$ cat src/hdl/dsso_pkg.sv
package dsso_pkg;

   // field widths
   localparam int VALUE_W = 16;
   localparam int CSR_W   = 4;
   localparam int POS_W   = 3;
   localparam int SEG_BITS = 8;

   // configuration defaults
   localparam logic [CSR_W-1:0] DIGIT_COUNT_RESET = 4'd4;
   localparam int MAX_DIGITS_DEF = 8;
   localparam int QUEUE_DEPTH    = 2;

   // last bit index within one segment pattern
   localparam logic [POS_W-1:0] SEG_LAST = 3'd7;

   // x / 10 == (x * 52429) >> 19 for every 16-bit x
   localparam logic [15:0] DIV10_MUL   = 16'd52429;
   localparam int          DIV10_SHIFT = 19;

   // active-low PGFEDCBA pattern, decimal point off
   function automatic logic [SEG_BITS-1:0] seg_pattern(input logic [3:0] digit);
      logic [SEG_BITS-1:0] lit;
      unique case (digit)
         4'd0:    lit = 8'h3F;
         4'd1:    lit = 8'h06;
         4'd2:    lit = 8'h5B;
         4'd3:    lit = 8'h4F;
         4'd4:    lit = 8'h66;
         4'd5:    lit = 8'h6D;
         4'd6:    lit = 8'h7D;
         4'd7:    lit = 8'h07;
         4'd8:    lit = 8'h7F;
         4'd9:    lit = 8'h6F;
         default: lit = 8'h00;
      endcase
      return ~lit;
   endfunction

endpackage

$ cat src/hdl/dsso_front.sv
module dsso_front #(
   parameter int MAX_DIGITS = dsso_pkg::MAX_DIGITS_DEF
) (
   input  logic                                   clock,
   input  logic                                   reset,
   input  logic                                   req_valid,
   output logic                                   req_ready,
   input  logic [dsso_pkg::VALUE_W-1:0]           req_value,
   input  logic [dsso_pkg::POS_W-1:0]             ndig_m1,
   input  logic                                   queue_full,
   output logic                                   queue_push,
   output logic [dsso_pkg::POS_W+MAX_DIGITS*dsso_pkg::SEG_BITS-1:0] queue_entry
);
   import dsso_pkg::*;

   localparam int IDX_W = (MAX_DIGITS > 1) ? $clog2(MAX_DIGITS) : 1;

   typedef enum logic [1:0] {IDLE, CONV, PUSH} state_type;

   state_type            state_ff;
   logic [VALUE_W-1:0]   value_ff;
   logic [POS_W-1:0]     cnt_ff;
   logic [POS_W-1:0]     last_ff;
   logic [SEG_BITS-1:0]  pat_ff [MAX_DIGITS];

   logic [31:0]          prod;
   logic [VALUE_W-1:0]   quot;
   logic [VALUE_W-1:0]   ten_quot;
   logic [VALUE_W-1:0]   rem;
   logic                 accept;

   // one decimal digit per cycle: reciprocal multiply, then remainder
   assign prod     = 32'(value_ff) * 32'(DIV10_MUL);
   assign quot     = VALUE_W'(prod >> DIV10_SHIFT);
   assign ten_quot = VALUE_W'({quot, 3'b000}) + VALUE_W'({quot, 1'b0});
   assign rem      = value_ff - ten_quot;

   // take a new value when idle or while the finished one is leaving
   assign req_ready  = (state_ff == IDLE) || ((state_ff == PUSH) && !queue_full);
   assign accept     = req_valid && req_ready;
   assign queue_push = (state_ff == PUSH) && !queue_full;

   always_comb begin
      queue_entry[POS_W+MAX_DIGITS*SEG_BITS-1 -: POS_W] = last_ff;
      for (int i = 0; i < MAX_DIGITS; i++) begin
         queue_entry[i*SEG_BITS +: SEG_BITS] = pat_ff[i];
      end
   end

   always_ff @(posedge clock) begin
      if (reset) begin
         state_ff <= IDLE;
      end else begin
         if (accept) begin
            value_ff <= req_value;
            cnt_ff   <= '0;
            last_ff  <= ndig_m1;
         end
         unique case (state_ff)
            IDLE: begin
               if (accept) state_ff <= CONV;
            end
            CONV: begin
               pat_ff[cnt_ff[IDX_W-1:0]] <= seg_pattern(rem[3:0]);
               value_ff <= quot;
               cnt_ff   <= cnt_ff + POS_W'(1);
               if (cnt_ff == last_ff) state_ff <= PUSH;
            end
            PUSH: begin
               if (!queue_full) begin
                  state_ff <= accept ? CONV : IDLE;
               end
            end
            default: state_ff <= IDLE;
         endcase
      end
   end

endmodule

$ cat src/hdl/dsso_fifo.sv
module dsso_fifo #(
   parameter int WIDTH = 8,
   parameter int DEPTH = dsso_pkg::QUEUE_DEPTH
) (
   input  logic             clock,
   input  logic             reset,
   input  logic             push,
   input  logic [WIDTH-1:0] push_data,
   output logic             full,
   input  logic             pop,
   output logic [WIDTH-1:0] pop_data,
   output logic             empty
);
   import dsso_pkg::*;

   localparam int PTR_W = (DEPTH > 1) ? $clog2(DEPTH) : 1;
   localparam int CNT_W = $clog2(DEPTH + 1);

   logic [WIDTH-1:0] mem_ff [DEPTH];
   logic [PTR_W-1:0] wr_ptr_ff;
   logic [PTR_W-1:0] rd_ptr_ff;
   logic [CNT_W-1:0] count_ff;
   logic             do_push;
   logic             do_pop;

   assign full     = (count_ff == CNT_W'(DEPTH));
   assign empty    = (count_ff == '0);
   assign do_push  = push && !full;
   assign do_pop   = pop && !empty;
   assign pop_data = mem_ff[rd_ptr_ff];

   // storage
   always_ff @(posedge clock) begin
      if (do_push) mem_ff[wr_ptr_ff] <= push_data;
   end

   // pointers and fill count
   always_ff @(posedge clock) begin
      if (reset) begin
         wr_ptr_ff <= '0;
         rd_ptr_ff <= '0;
         count_ff  <= '0;
      end else begin
         if (do_push) begin
            wr_ptr_ff <= (wr_ptr_ff == PTR_W'(DEPTH - 1)) ? '0 : wr_ptr_ff + PTR_W'(1);
         end
         if (do_pop) begin
            rd_ptr_ff <= (rd_ptr_ff == PTR_W'(DEPTH - 1)) ? '0 : rd_ptr_ff + PTR_W'(1);
         end
         if (do_push && !do_pop) begin
            count_ff <= count_ff + CNT_W'(1);
         end else if (do_pop && !do_push) begin
            count_ff <= count_ff - CNT_W'(1);
         end
      end
   end

endmodule

$ cat src/hdl/dsso_back.sv
module dsso_back #(
   parameter int MAX_DIGITS = dsso_pkg::MAX_DIGITS_DEF
) (
   input  logic                                   clock,
   input  logic                                   reset,
   input  logic                                   queue_empty,
   output logic                                   queue_pop,
   input  logic [dsso_pkg::POS_W+MAX_DIGITS*dsso_pkg::SEG_BITS-1:0] queue_entry,
   output logic                                   rsp_valid,
   input  logic                                   rsp_ready,
   output logic                                   rsp_data_bit,
   output logic                                   rsp_clear_first,
   output logic [dsso_pkg::POS_W-1:0]             rsp_digit_position,
   output logic [dsso_pkg::POS_W-1:0]             rsp_segment_index,
   output logic                                   rsp_last
);
   import dsso_pkg::*;

   localparam int IDX_W = (MAX_DIGITS > 1) ? $clog2(MAX_DIGITS) : 1;

   logic                 active_ff;
   logic [SEG_BITS-1:0]  pat_ff [MAX_DIGITS];
   logic [POS_W-1:0]     ndig_m1_ff;
   logic [POS_W-1:0]     dig_ff;
   logic [POS_W-1:0]     seg_ff;

   logic                 rsp_valid_ff;
   logic                 data_bit_ff;
   logic                 clear_first_ff;
   logic [POS_W-1:0]     digit_pos_ff;
   logic [POS_W-1:0]     seg_index_ff;
   logic                 last_ff;

   logic                 out_free;
   logic                 step;
   logic                 item_end;
   logic [SEG_BITS-1:0]  cur_pat;

   assign out_free  = !rsp_valid_ff || rsp_ready;
   assign step      = active_ff && out_free;
   assign item_end  = (dig_ff == ndig_m1_ff) && (seg_ff == SEG_LAST);
   assign queue_pop = !queue_empty && (!active_ff || (step && item_end));
   assign cur_pat   = pat_ff[dig_ff[IDX_W-1:0]];

   assign rsp_valid          = rsp_valid_ff;
   assign rsp_data_bit       = data_bit_ff;
   assign rsp_clear_first    = clear_first_ff;
   assign rsp_digit_position = digit_pos_ff;
   assign rsp_segment_index  = seg_index_ff;
   assign rsp_last           = last_ff;

   // control: item in progress and output slot occupancy
   always_ff @(posedge clock) begin
      if (reset) begin
         active_ff    <= 1'b0;
         rsp_valid_ff <= 1'b0;
      end else begin
         if (step) begin
            rsp_valid_ff <= 1'b1;
         end else if (rsp_ready) begin
            rsp_valid_ff <= 1'b0;
         end
         if (queue_pop) begin
            active_ff <= 1'b1;
         end else if (step && item_end) begin
            active_ff <= 1'b0;
         end
      end
   end

   // shift sequencer and output register
   always_ff @(posedge clock) begin
      if (step) begin
         data_bit_ff    <= cur_pat[seg_ff];
         clear_first_ff <= (dig_ff == '0) && (seg_ff == '0);
         digit_pos_ff   <= dig_ff;
         seg_index_ff   <= seg_ff;
         last_ff        <= item_end;
      end
      // a new entry restarts the counters, otherwise advance one bit
      if (queue_pop) begin
         ndig_m1_ff <= queue_entry[POS_W+MAX_DIGITS*SEG_BITS-1 -: POS_W];
         dig_ff     <= '0;
         seg_ff     <= '0;
         for (int i = 0; i < MAX_DIGITS; i++) begin
            pat_ff[i] <= queue_entry[i*SEG_BITS +: SEG_BITS];
         end
      end else if (step) begin
         if (seg_ff == SEG_LAST) begin
            seg_ff <= '0;
            dig_ff <= dig_ff + POS_W'(1);
         end else begin
            seg_ff <= seg_ff + POS_W'(1);
         end
      end
   end

endmodule

$ cat src/hdl/decimal_seven_segment_shift_out_core.sv
// Channel   Direction  Handshake        Payload
// req       in         valid / ready    value (16)
// rsp       out        valid / ready    data_bit, clear_first, digit_position (3),
//                                       segment_index (3), last
// csr       in         write enable     digit_count (4), reset value 4
//
// Each value yields 8 * N transfers on rsp, N = digit_count clamped to 1..MAX_DIGITS;
// the output sequencer sends one bit per cycle unless rsp stalls. The front
// converts one decimal digit per cycle and runs ahead through a two-entry
// queue. Reset is synchronous and empties front, queue and output. A stalled
// rsp holds its transfer; the front keeps accepting until the queue fills.
module decimal_seven_segment_shift_out_core #(
   parameter int MAX_DIGITS = dsso_pkg::MAX_DIGITS_DEF
) (
   input  logic                           clock,
   input  logic                           reset,
   input  logic                           req_valid,
   output logic                           req_ready,
   input  logic [dsso_pkg::VALUE_W-1:0]   req_value,
   output logic                           rsp_valid,
   input  logic                           rsp_ready,
   output logic                           rsp_data_bit,
   output logic                           rsp_clear_first,
   output logic [dsso_pkg::POS_W-1:0]     rsp_digit_position,
   output logic [dsso_pkg::POS_W-1:0]     rsp_segment_index,
   output logic                           rsp_last,
   input  logic                           csr_we,
   input  logic [dsso_pkg::CSR_W-1:0]     csr_wdata
);
   import dsso_pkg::*;

   localparam int ENTRY_W = POS_W + MAX_DIGITS * SEG_BITS;

   logic [CSR_W-1:0] digit_count_ff;
   logic [POS_W-1:0] ndig_m1;
   logic             queue_push;
   logic             queue_full;
   logic             queue_pop;
   logic             queue_empty;
   logic [ENTRY_W-1:0] push_entry;
   logic [ENTRY_W-1:0] pop_entry;

   // digit count register
   always_ff @(posedge clock) begin
      if (reset) begin
         digit_count_ff <= DIGIT_COUNT_RESET;
      end else if (csr_we) begin
         digit_count_ff <= csr_wdata;
      end
   end

   // clamp to 1..MAX_DIGITS, kept as count minus one
   always_comb begin
      if (digit_count_ff == '0) begin
         ndig_m1 = '0;
      end else if (digit_count_ff > CSR_W'(MAX_DIGITS)) begin
         ndig_m1 = POS_W'(MAX_DIGITS - 1);
      end else begin
         ndig_m1 = POS_W'(digit_count_ff - CSR_W'(1));
      end
   end

   dsso_front #(.MAX_DIGITS(MAX_DIGITS)) u_front (
      .clock       (clock),
      .reset       (reset),
      .req_valid   (req_valid),
      .req_ready   (req_ready),
      .req_value   (req_value),
      .ndig_m1     (ndig_m1),
      .queue_full  (queue_full),
      .queue_push  (queue_push),
      .queue_entry (push_entry)
   );

   dsso_fifo #(.WIDTH(ENTRY_W), .DEPTH(QUEUE_DEPTH)) u_fifo (
      .clock     (clock),
      .reset     (reset),
      .push      (queue_push),
      .push_data (push_entry),
      .full      (queue_full),
      .pop       (queue_pop),
      .pop_data  (pop_entry),
      .empty     (queue_empty)
   );

   dsso_back #(.MAX_DIGITS(MAX_DIGITS)) u_back (
      .clock              (clock),
      .reset              (reset),
      .queue_empty        (queue_empty),
      .queue_pop          (queue_pop),
      .queue_entry        (pop_entry),
      .rsp_valid          (rsp_valid),
      .rsp_ready          (rsp_ready),
      .rsp_data_bit       (rsp_data_bit),
      .rsp_clear_first    (rsp_clear_first),
      .rsp_digit_position (rsp_digit_position),
      .rsp_segment_index  (rsp_segment_index),
      .rsp_last           (rsp_last)
   );

endmodule

$ cat config.mk
export PLATFORM = sky130hd
export DESIGN_NAME = decimal_seven_segment_shift_out_core
export DESIGN_NICKNAME = d
export VERILOG_FILES = /design/src/hdl/dsso_pkg.sv /design/src/hdl/dsso_front.sv /design/src/hdl/dsso_fifo.sv /design/src/hdl/dsso_back.sv /design/src/hdl/decimal_seven_segment_shift_out_core.sv
export SDC_FILE = /design/constraint.sdc
export NUM_CORES = 1
export LEC_CHECK = 0
export BUFFER_PORTS_ARGS = -buffer_cell sky130_fd_sc_hd__buf_2
export CAP_MARGIN = 20
export CORE_AREA = 2 2 225 160
export CTS_CLUSTER_SIZE = 16
export DETAILED_ROUTE_END_ITERATION = 12
export DIE_AREA = 0 0 227 162
export PLACE_DENSITY = 0.59
export REMOVE_ABC_BUFFERS = 1
export SLEW_MARGIN = 20
export SYNTH_ARGS = -nofsm -noshare
export SYNTH_HDL_FRONTEND = slang
export SYNTH_SLANG_ARGS = --single-unit
$ cat constraint.sdc
create_clock -name clock -period 8.8 [get_ports clock]
set_input_delay 0 -clock clock [delete_from_list [all_inputs] [get_ports clock]]
set_output_delay 0 -clock clock [all_outputs]
set_load 0.02 [all_outputs]
# After elaboration in Yosys (flattened, before gate mapping)
# Memories as Yosys holds them, arrays and structs flattened. A register that Yosys moved wholly into a read port is not among the register bits.
# Cells that the tools add are included.
# W data, S select, Z words.
[word_totals] register_bits=52 latchBits=0 ramBits=262 romBits=112 input_bits=25 output_inout_bits=11 wordCells=114 mem_count=4
[mem_list] memory="u_fifo.mem_ff" words=2 word_bits=67 read_ports=1 rd_clocked_by_memory_dff=1 wr=1 line_no="dsso_fifo.sv:19" text="logic [WIDTH-1:0] mem_ff [DEPTH];"
[mem_list] memory="(name not given)" words=16 word_bits=7 read_ports=1 rd_clocked_by_memory_dff=0 wr=0 line_no="dsso_pkg.sv:24" text="unique case (digit)"
[mem_list] memory="u_back.pat_ff" words=8 word_bits=8 read_ports=1 rd_clocked_by_memory_dff=1 wr=8 line_no="dsso_back.sv:22" text="logic [SEG_BITS-1:0] pat_ff [MAX_DIGITS];"
[mem_list] memory="u_front.pat_ff" words=8 word_bits=8 read_ports=8 rd_clocked_by_memory_dff=0 wr=1 line_no="dsso_front.sv:24" text="logic [SEG_BITS-1:0] pat_ff [MAX_DIGITS];"
[op_classes] n_addsub=10 mul=1 div=0 n_lt_le_gt_ge=2 n_eq_ne=9 shifts=0 mux=34 n_bitwise=2 reduce_logical=33
[op_table] op="$mul A16 B16 Y32 const B" count=1
[op_table] op="$mux W3" count=6
[op_table] op="$mux W1" count=17
[op_table] op="$mux W16" count=1
[op_table] op="$mux W8" count=2
[op_table] op="$mux W13" count=1
[op_table] op="$logic_and A1 B1 Y1" count=11
[op_table] op="$mux W2" count=5
[op_table] op="$add A3 B1 Y3 const B" count=3
[op_table] op="$not A8 Y8" count=1
[op_table] op="$reduce_bool A2 Y1" count=4
[op_table] op="$eq A3 B3 Y1" count=2
[op_table] op="$logic_not A1 Y1" count=6
[op_table] op="$logic_not A3 Y1" count=2
[op_table] op="$pmux W2 S3" count=1
[op_table] op="$reduce_and A2 Y1" count=3
[op_table] op="$add A4 B4 Y4" count=1
[op_table] op="$eq A2 B2 Y1 const B" count=2
[op_table] op="$gt A4 B4 Y1 const B" count=1
[op_table] op="$logic_not A2 Y1" count=2
[op_table] op="$logic_not A4 Y1" count=1
[op_table] op="$lt A3 B4 Y1 const B" count=1
[op_table] op="$ne A2 B1 Y1 const B" count=2
[op_table] op="$sub A4 B4 Y4" count=1
[op_table] op="11 further kinds" count=14

# Depth between registers and ports, before layout
# Gate-level depths: netlist (run 1).
[logic_depth] ltp_word=10 ltp_mapped=25

# By module
# From an unflattened synthesis (run 1), not the netlist that was laid out.
[unflattened] cells_unflattened=1149 area_unflattened_um2=16555.9
[by_module_without_submodules] module="dsso_front" instances=1 cells_per_inst=729 area_per_inst_um2=7945.1
[by_module_without_submodules] module="dsso_fifo" instances=1 cells_per_inst=233 area_per_inst_um2=5052.3
[by_module_without_submodules] module="dsso_back" instances=1 cells_per_inst=165 area_per_inst_um2=3344.5
[by_module_without_submodules] module="decimal_seven_segment_shift_out_core" instances=1 cells_per_inst=22 area_per_inst_um2=214.0

# Worst setup path after synthesis (run 1)
# Ideal clock, no wire load.
[synth_timing] kind="register to register" from="register u_front.value_ff[1]" to="memory u_front.pat_ff[0][0], data pin" setup_time_ns=0.230 arrival_time_ns=5.931 path_slack_ns=2.639 path_stages_with_launch=25 period_less_slack_ns=6.161 path_cell_list="edfxtp_1 -> ha_1 -> inv_1 -> ha_1 -> inv_1 -> fa_1 -> inv_1 -> fa_1 -> fa_1 -> inv_1 -> fa_1 -> inv_1 -> ha_1 -> a21oi_1 -> o311ai_1 -> a311oi_1 -> nor2_1 -> nor2_1 -> xnor2_1 -> ha_1 -> and2_1 -> nor2b_1 -> mux2i_4 -> xnor2_4 -> mux2i_1"
[synth_between] elab_chain_cells=7
[synth_rtl] item="from (decl)" line_no="dsso_front.sv:21" text="logic [VALUE_W-1:0] value_ff;"
[synth_rtl] item="from (signal assigned)" line_no="dsso_front.sv:55" text="value_ff <= req_value;"
[synth_rtl] item="from (signal assigned)" line_no="dsso_front.sv:65" text="value_ff <= quot;"
[synth_rtl] item="$mul A16 B16 Y32" line_no="dsso_front.sv:33" text="assign prod = 32'(value_ff) * 32'(DIV10_MUL);"
[synth_rtl] item="$add A4 B4 Y4" line_no="dsso_front.sv:35" text="assign ten_quot = VALUE_W'({quot, 3'b000}) + VALUE_W'({quot, 1'b0});"
[synth_rtl] item="$sub A4 B4 Y4 *" line_no="dsso_front.sv:36" text="assign rem = value_ff - ten_quot;"
[synth_rtl] item="$mem_v2 Z16 W7 *"
[synth_rtl] item="$mux W8 *" line_no="dsso_front.sv:59" text="unique case (state_ff)"
[synth_rtl] item="$mux W8 *" line_no="dsso_front.sv:51" text="if (reset) begin"
[synth_rtl] item="$not A8 Y8 *" line_no="dsso_pkg.sv:37" text="return ~lit;"
[synth_rtl] item="to (decl)" line_no="dsso_front.sv:24"
# Every way passes the cells marked *; elsewhere a longest branch is shown, timed or not. The select of a mux whose other input is x is not followed.

# Worst setup path after layout (run 1)
[layout_timing] from="register u_front.value_ff[10]" to="memory u_front.pat_ff[6][5], data pin"
[layout_between] elab_chain_cells=7
[layout_rtl] item="$mul A16 B16 Y32" line_no="dsso_front.sv:33"
[layout_rtl] item="$add A4 B4 Y4" line_no="dsso_front.sv:35"
[layout_rtl] item="$sub A4 B4 Y4" line_no="dsso_front.sv:36"
[layout_rtl] item="$mem_v2 Z16 W7"
[layout_rtl] item="$mux W8" line_no="dsso_front.sv:59"
[layout_rtl] item="$mux W8" line_no="dsso_front.sv:51"
[layout_rtl] item="$not A8 Y8" line_no="dsso_pkg.sv:37"
# No other way between the ends. The select of a mux whose other input is x is not followed.

==> metrics, run 1 <==
final setup fails 0; clock skew 21.8 ps; Core Region roughly 35000 sq um; pin count of the biggest net entering global routing just under 70; Max FO, Critical Path 8; drt total wl 32100 um; post-CTS resize count 0; Async SR Flop Fraction 0%; Via density 5.00; vias 8253; Area Overhead vs Synth 13.3%; most frequent cell after synthesis edfxtp_1; clock sinks approximately 290; DIE WIDTH 227 um; Congestion Overflow GR 0; die height 162 um; number of synthesized register bits 286; fraction of layout cells with a size suffix above 1 15.4%; Yosys top cell area share 51.5%; placed cell area 16200 sq um; relative max-transition margin 33.1%; metal3 WL around 1400 um; Setup TNS Final 0 ps; final slew viol count 0; Die ar. about 37000 sq um; Critical Path RT 9030 ps; Worst Setup End Kind register; Layout fillers 2973; Synth top cells by count 264 x edfxtp_1, 197 x inv_1, 146 x ha_1; reg2reg setup slack roughly 1700 ps; met2 routed WL 13100 um; PortBufs 35; outcome finished, final reports clean; buffer levels on the longest clock path 3; Reg-to-Reg Start u_front.value_ff[10]$_DFFE_PP_; multi-input combinational cell area 6230 sq um; min-delay worst type input port to register; DR iter-0 viols 663; non-filler cells, final 1650; Reg clk slew, reported paths 60 ps; DP HPWL 23400 um; Initial Util 44.6%; ranking of synthesized cells by area edfxtp_1 52%, ha_1 12%, fa_1 10%, inv_1 4.8%, mux2_2 4.5%; worst r2r path cells 23; Main synth FF type edfxtp_1; CTS tree done; fin crit share 80.8%; # rows between 50 and 60; Critical Path AT 7340 ps; antenna fix cells 0; drt wl/cell between 15 and 20 um; H-tree Lvls 1; Setup CP Type register to register; sequential area share after synthesis ~54%; Reg area 8370 sq um; initial antenna violation count 0; first-pass GRT wire length ~51000 um; number of synthesized flops with an enable pin 264; fin nets 1408; Final ANT Viol Nets 0; Avg Cell Area, Syn 14.4 sq um; drt pass-1 iters 4; top-level I/O count 36; reg2reg end u_front.pat_ff[6][5]$_DFFE_PP_; Final min period ~7000 ps; WL met1 17400 um; Remaining DRCs 0; CTS buffer count 28; final hold violations 0; total number of yosys warnings 0; unrepaired setup endpoints after global routing no; Worst-Margin Slew 999 ps; Final Cell Area 17400 sq um; placed cells 1567; GRT Total Usage 18.4%; total of max-cap violations 0; root buffer cell clkbuf_16; Final GP Congestion 0.894; Mapped Cells 1069; Synth cell types 58; vias in the first global route 8645; dominant cell type by area after synthesis edfxtp_1; CP startpoint kind register; Hold Crit Endpoint u_front.value_ff[15]$_SDFFCE_PP0P_; Clock Latency Late Sink 540 ps; cell area after synthesis 15400 sq um; Hold Crit Start req_value[15]; hold depth 3; Max Used Layer met4; f_max around 0.14 GHz
[metrics by stage]
stage | util [%] | hold slack, ps | setup slack (ps)
after global placement | 46.9 | 208 | 1810
after global routing | 50.5 | 286 | 1150
after CTS | 50.5 | 252 | 1620
final | 50.5 | 273 | 1690
after detailed placement | 46.9 | 217 | 1690
after floorplan | - | 69.1 | 2640
[registers in the layout, summed over array words and instances (netlist names), 4 cells and up, named ones only]
register and flops:
u_front.value_ff 16, u_back.pat_ff 56, digit_count_ff 4, u_front.pat_ff 56, u_fifo.mem_ff 118
[worst max-delay path: stages, from the launching register on]
cell	delay (ps)
edfxtp_1	510
ha_1	420
ha_1	310
inv_1	50
fa_1	490
inv_1	50
fa_1	460
fa_1	540
inv_1	50
fa_1	540
inv_1	50
ha_1	360
a211oi_1	280
o311ai_1	160
a311oi_1	320
nor2_1	90
nor2_1	150
xnor2_1	170
ha_1	290
and2_1	160
nor2b_1	200
mux2i_4	120
xnor2_4	310
mux2i_1	700
[worst max path at each step]
stage	endpoint	cells after the start	startpoint	slack, ps
2_1_floorplan	u_front.pat_ff[0][0]$_DFFE_PP_	24	u_front.value_ff[1]$_DFFE_PP_	2640
3_3_place_gp	u_front.pat_ff[7][5]$_DFFE_PP_	23	u_front.value_ff[10]$_DFFE_PP_	1810
3_5_place_dp	u_front.pat_ff[5][5]$_DFFE_PP_	23	u_front.value_ff[4]$_DFFE_PP_	1690
4_1_cts	u_front.pat_ff[5][5]$_DFFE_PP_	23	u_front.value_ff[10]$_DFFE_PP_	1620
5_1_grt	u_front.pat_ff[5][5]$_DFFE_PP_	23	u_front.value_ff[10]$_DFFE_PP_	1150
6_report	u_front.pat_ff[6][5]$_DFFE_PP_	23	u_front.value_ff[10]$_DFFE_PP_	1690
[what timing repair did]
item	CTS	global route
setup buffers	0	0
hold buffers	32	0
hold endpoints to repair	32	0
[cell families (layout without fill, tap and decap cells)]
logic type,after synthesis,count (layout),synth area share (%)
and+or+nand+nor,125,125,4.09
xor gates and xnor gates,32,32,2.04
muxes,89,89,7.75
AOI/OAI and AO/OA,91,91,4.03
adders and majority gates,228,228,22.4
DFF,286,286,54.4
buffers and inverters,218,327,5.32
[metal layers]
layer,track usage (%),vias up
li1,-,3929
met1,30.6,4144
met2,25.8,160
met3,2.84,20
met4,1.93,0
met5,0,-
[area by class of cell]
type / instances / share of cell area, %
Clock inverter: 11 / 0.617
Timing Repair Buffer: 79 / 3.36
Clock buffer: 40 / 4.63
Multi-Input combinational cell: 565 / 35.8
Inverter: 197 / 4.24
Tap cell: 472 / 3.39
Sequential cell: 286 / 48.0
[cells in the final DEF, fill, tap and decap left out, types with 7 or more instances in the layout]
cell type,n
a21o_1,9
dlygate4sd3_1,32
o21ai_1,9
and2_1,12
xor2_1,19
nand3_1,10
buf_2,35
fa_1,80
edfxtp_1,264
xnor2_1,11
o21ai_0,11
inv_1,197
ha_1,146
a21oi_1,17
nand2_1,31
clkbuf_16,29
dfxtp_1,21
buf_4,12
nor2_1,29
mux2i_1,10
mux4_2,17
mux2_2,61
clkbuf_1,7
Power of run 1 is left out: the tool's default activity adds up to more than one toggle a clock period on the data nets, which glitch-free logic cannot reach.
==> run 2, diff against run 1 <==
==> constraint.sdc (replaced) <==
create_clock -name clock -period 7.5 [get_ports clock]
set_input_delay 0 -clock clock [delete_from_list [all_inputs] [get_ports clock]]
set_output_delay 0 -clock clock [all_outputs]
set_load 0.02 [all_outputs]
==> run 2 against run 1 <==
Net effect:
- utilization decreased by 0.080 points
- routed wire length fell by 0.69%
- critical path depth is the same
- critical endpoint is now u_front.pat_ff[1][2]$_DFFE_PP_
- via count is 0.62% higher
- cell area down 0.16%
- register-to-register slack worse by 1200 ps
- global-route usage fell by 0.19 points
- critical path type unchanged
- die area did not move
- maximum frequency rose by 1.8%
- first-iteration DRC count rose by 0.15%
- non-clock buffer count increased by 4
- count of clock-buffer cells in the layout decreased by 5
==> metrics, run 2 (synthesis results as in run 1) <==
Max stage delay on crit path between 500 and 600 ps; Layout fillers 2988; CP startpoint kind register; fin nets 1412; hold depth 3; outcome finished, final reports clean; Hold Crit Endpoint u_front.value_ff[15]$_SDFFCE_PP0P_; die height 162 um; slowest stage cell, crit path mux2i_1; Reg area 8370 sq um; clock skew 38.1 ps; max FFs per register 118; Via density 5.02; CTS tree done; Worst-Margin Slew 984 ps; biggest regs u_fifo.mem_ff x118, u_back.pat_ff x56, u_front.pat_ff x56; unrepaired setup endpoints after global routing no; Die ar. around 37000 sq um; final setup fails 0; vias just over 8000; H-tree Lvls 1; Max FO, Critical Path 8; fin util 50.4%; Critical Path RT 7770 ps; f_max 0.143 GHz; Initial Util 44.6%; PortBufs 35; Remaining DRCs 0; drt total wl 31900 um; multi-input combinational cell area 6230 sq um; reg2reg setup slack approximately 520 ps; final hold slack 233 ps; pin count of the biggest net entering global routing 69; first-pass GRT wire length approximately 50000 um; Post-CTS Setup Bufs 0; post-CTS resize count 0; antenna fix cells 0; final slew viol count 0; relative max-transition margin 34.1%; most frequent cells in the layout 264 x edfxtp_1, 197 x inv_1, 146 x ha_1; Clock Latency Late Sink 570 ps; hold_buf cts 32; top-level I/O count 36; Reg-to-Reg Start u_front.value_ff[10]$_DFFE_PP_; Final GP Congestion just over 0.9; DP HPWL 23000 um; DR iter-0 viols 664; reg2reg end u_front.pat_ff[1][2]$_DFFE_PP_; Final ANT Viol Nets 0; Setup CP Type register to register; Reg clk slew, reported paths ~80 ps; Reg with most FFs u_fifo.mem_ff; GRT Total Usage 18.2%; post-place setup slack 581 ps; Setup TNS Final 0 ps; initial antenna violation count 0; Worst Setup End Kind register; total of max-cap violations 0; Core Region 34500 sq um; buffer levels on the longest clock path 3; min-delay worst type input port to register; worst r2r path cells 23; fin crit share 93.1%; drt pass-1 iters 5; CTS buffer count 28; # rows 57; most common cell after layout, fill and taps aside edfxtp_1; final hold violations 0; fraction of layout cells with a size suffix above 1 15.7%; Hold Crit Start req_value[15]; Congestion Overflow GR 0; crit path cell chain ha_1, ha_1, inv_1, fa_1, inv_1, fa_1, fa_1, inv_1, fa_1, inv_1, ha_1, a211oi_1, o311ai_1, a311oi_1, nor2_1, nor2_1, xnor2_1, ha_1, and2_1, nor2b_1, mux2i_4, xnor2_4, mux2i_1; DIE WIDTH 227 um; Critical Path AT 7250 ps; clock sinks approximately 290; vias in the first global route 8518; Final min period about 7000 ps; drt wl/cell 19.3 um; post-route setup slack 516 ps; Area Overhead vs Synth 13.1%; root buffer cell clkbuf_16
run 2: cell types whose count changed in the layout (fill, tap and decap cells not counted):
cell,previous run,this run
clkbuf_16,29,28
clkbuf_8,4,0
inv_4,1,0
clkinvlp_4,0,4
bufinv_16,2,1
inv_6,0,1
inv_8,1,0
buf_4,12,16
clkinv_2,3,6
clkinv_8,0,1
run 2: critical path: cells and delay by family (launching register included):
kind	cells	cell delay, ps
adder cells (fa/ha/maj)	8	3450
buffers and inverters	4	210
multiplexers	2	680
AO/OA/AOI/OAI	3	730
XOR/XNOR	2	490
AND/OR/NAND/NOR	4	590
flip-flops	1	530
run 2: per-stage QoR:
stage               cells  cell area, sq um
detailed placement   1571             16200
global route         1655             17400
CTS                  1655             17400
global placement     1571             16200
floorplan            1048             15300
finish               1655             17400
run 2: worst max-delay path by stage:
stage / from / to
final: u_front.value_ff[10]$_DFFE_PP_ / u_front.pat_ff[1][2]$_DFFE_PP_
after global routing: u_front.value_ff[1]$_DFFE_PP_ / u_front.pat_ff[0][6]$_DFFE_PP_
after CTS: u_front.value_ff[1]$_DFFE_PP_ / u_front.pat_ff[1][2]$_DFFE_PP_
after detailed placement: u_front.value_ff[1]$_DFFE_PP_ / u_front.pat_ff[7][2]$_DFFE_PP_
after global placement: u_front.value_ff[10]$_DFFE_PP_ / u_front.pat_ff[2][3]$_DFFE_PP_
after floorplan: u_front.value_ff[1]$_DFFE_PP_ / u_front.pat_ff[0][0]$_DFFE_PP_
run 2: area by class of cell:
class / count / area share [%]
clock inverters: 17 / 0.748
flip-flops and latches: 286 / 48.1
repair buffers: 83 / 3.54
inverters: 197 / 4.25
clock buffers: 35 / 4.18
multi-input cells: 565 / 35.8
well taps: 472 / 3.39
run 2: layer usage:
layer / up-vias / GRT usage, % / share of wire (%)
met5: - / 0 / 0
met1: 4136 / 29.7 / 53
met4: 0 / 3.42 / 1.4
met3: 36 / 3.84 / 5.9
li1: 3942 / - / -
met2: 190 / 24.8 / 39
Power of run 2 is left out for the same reason.
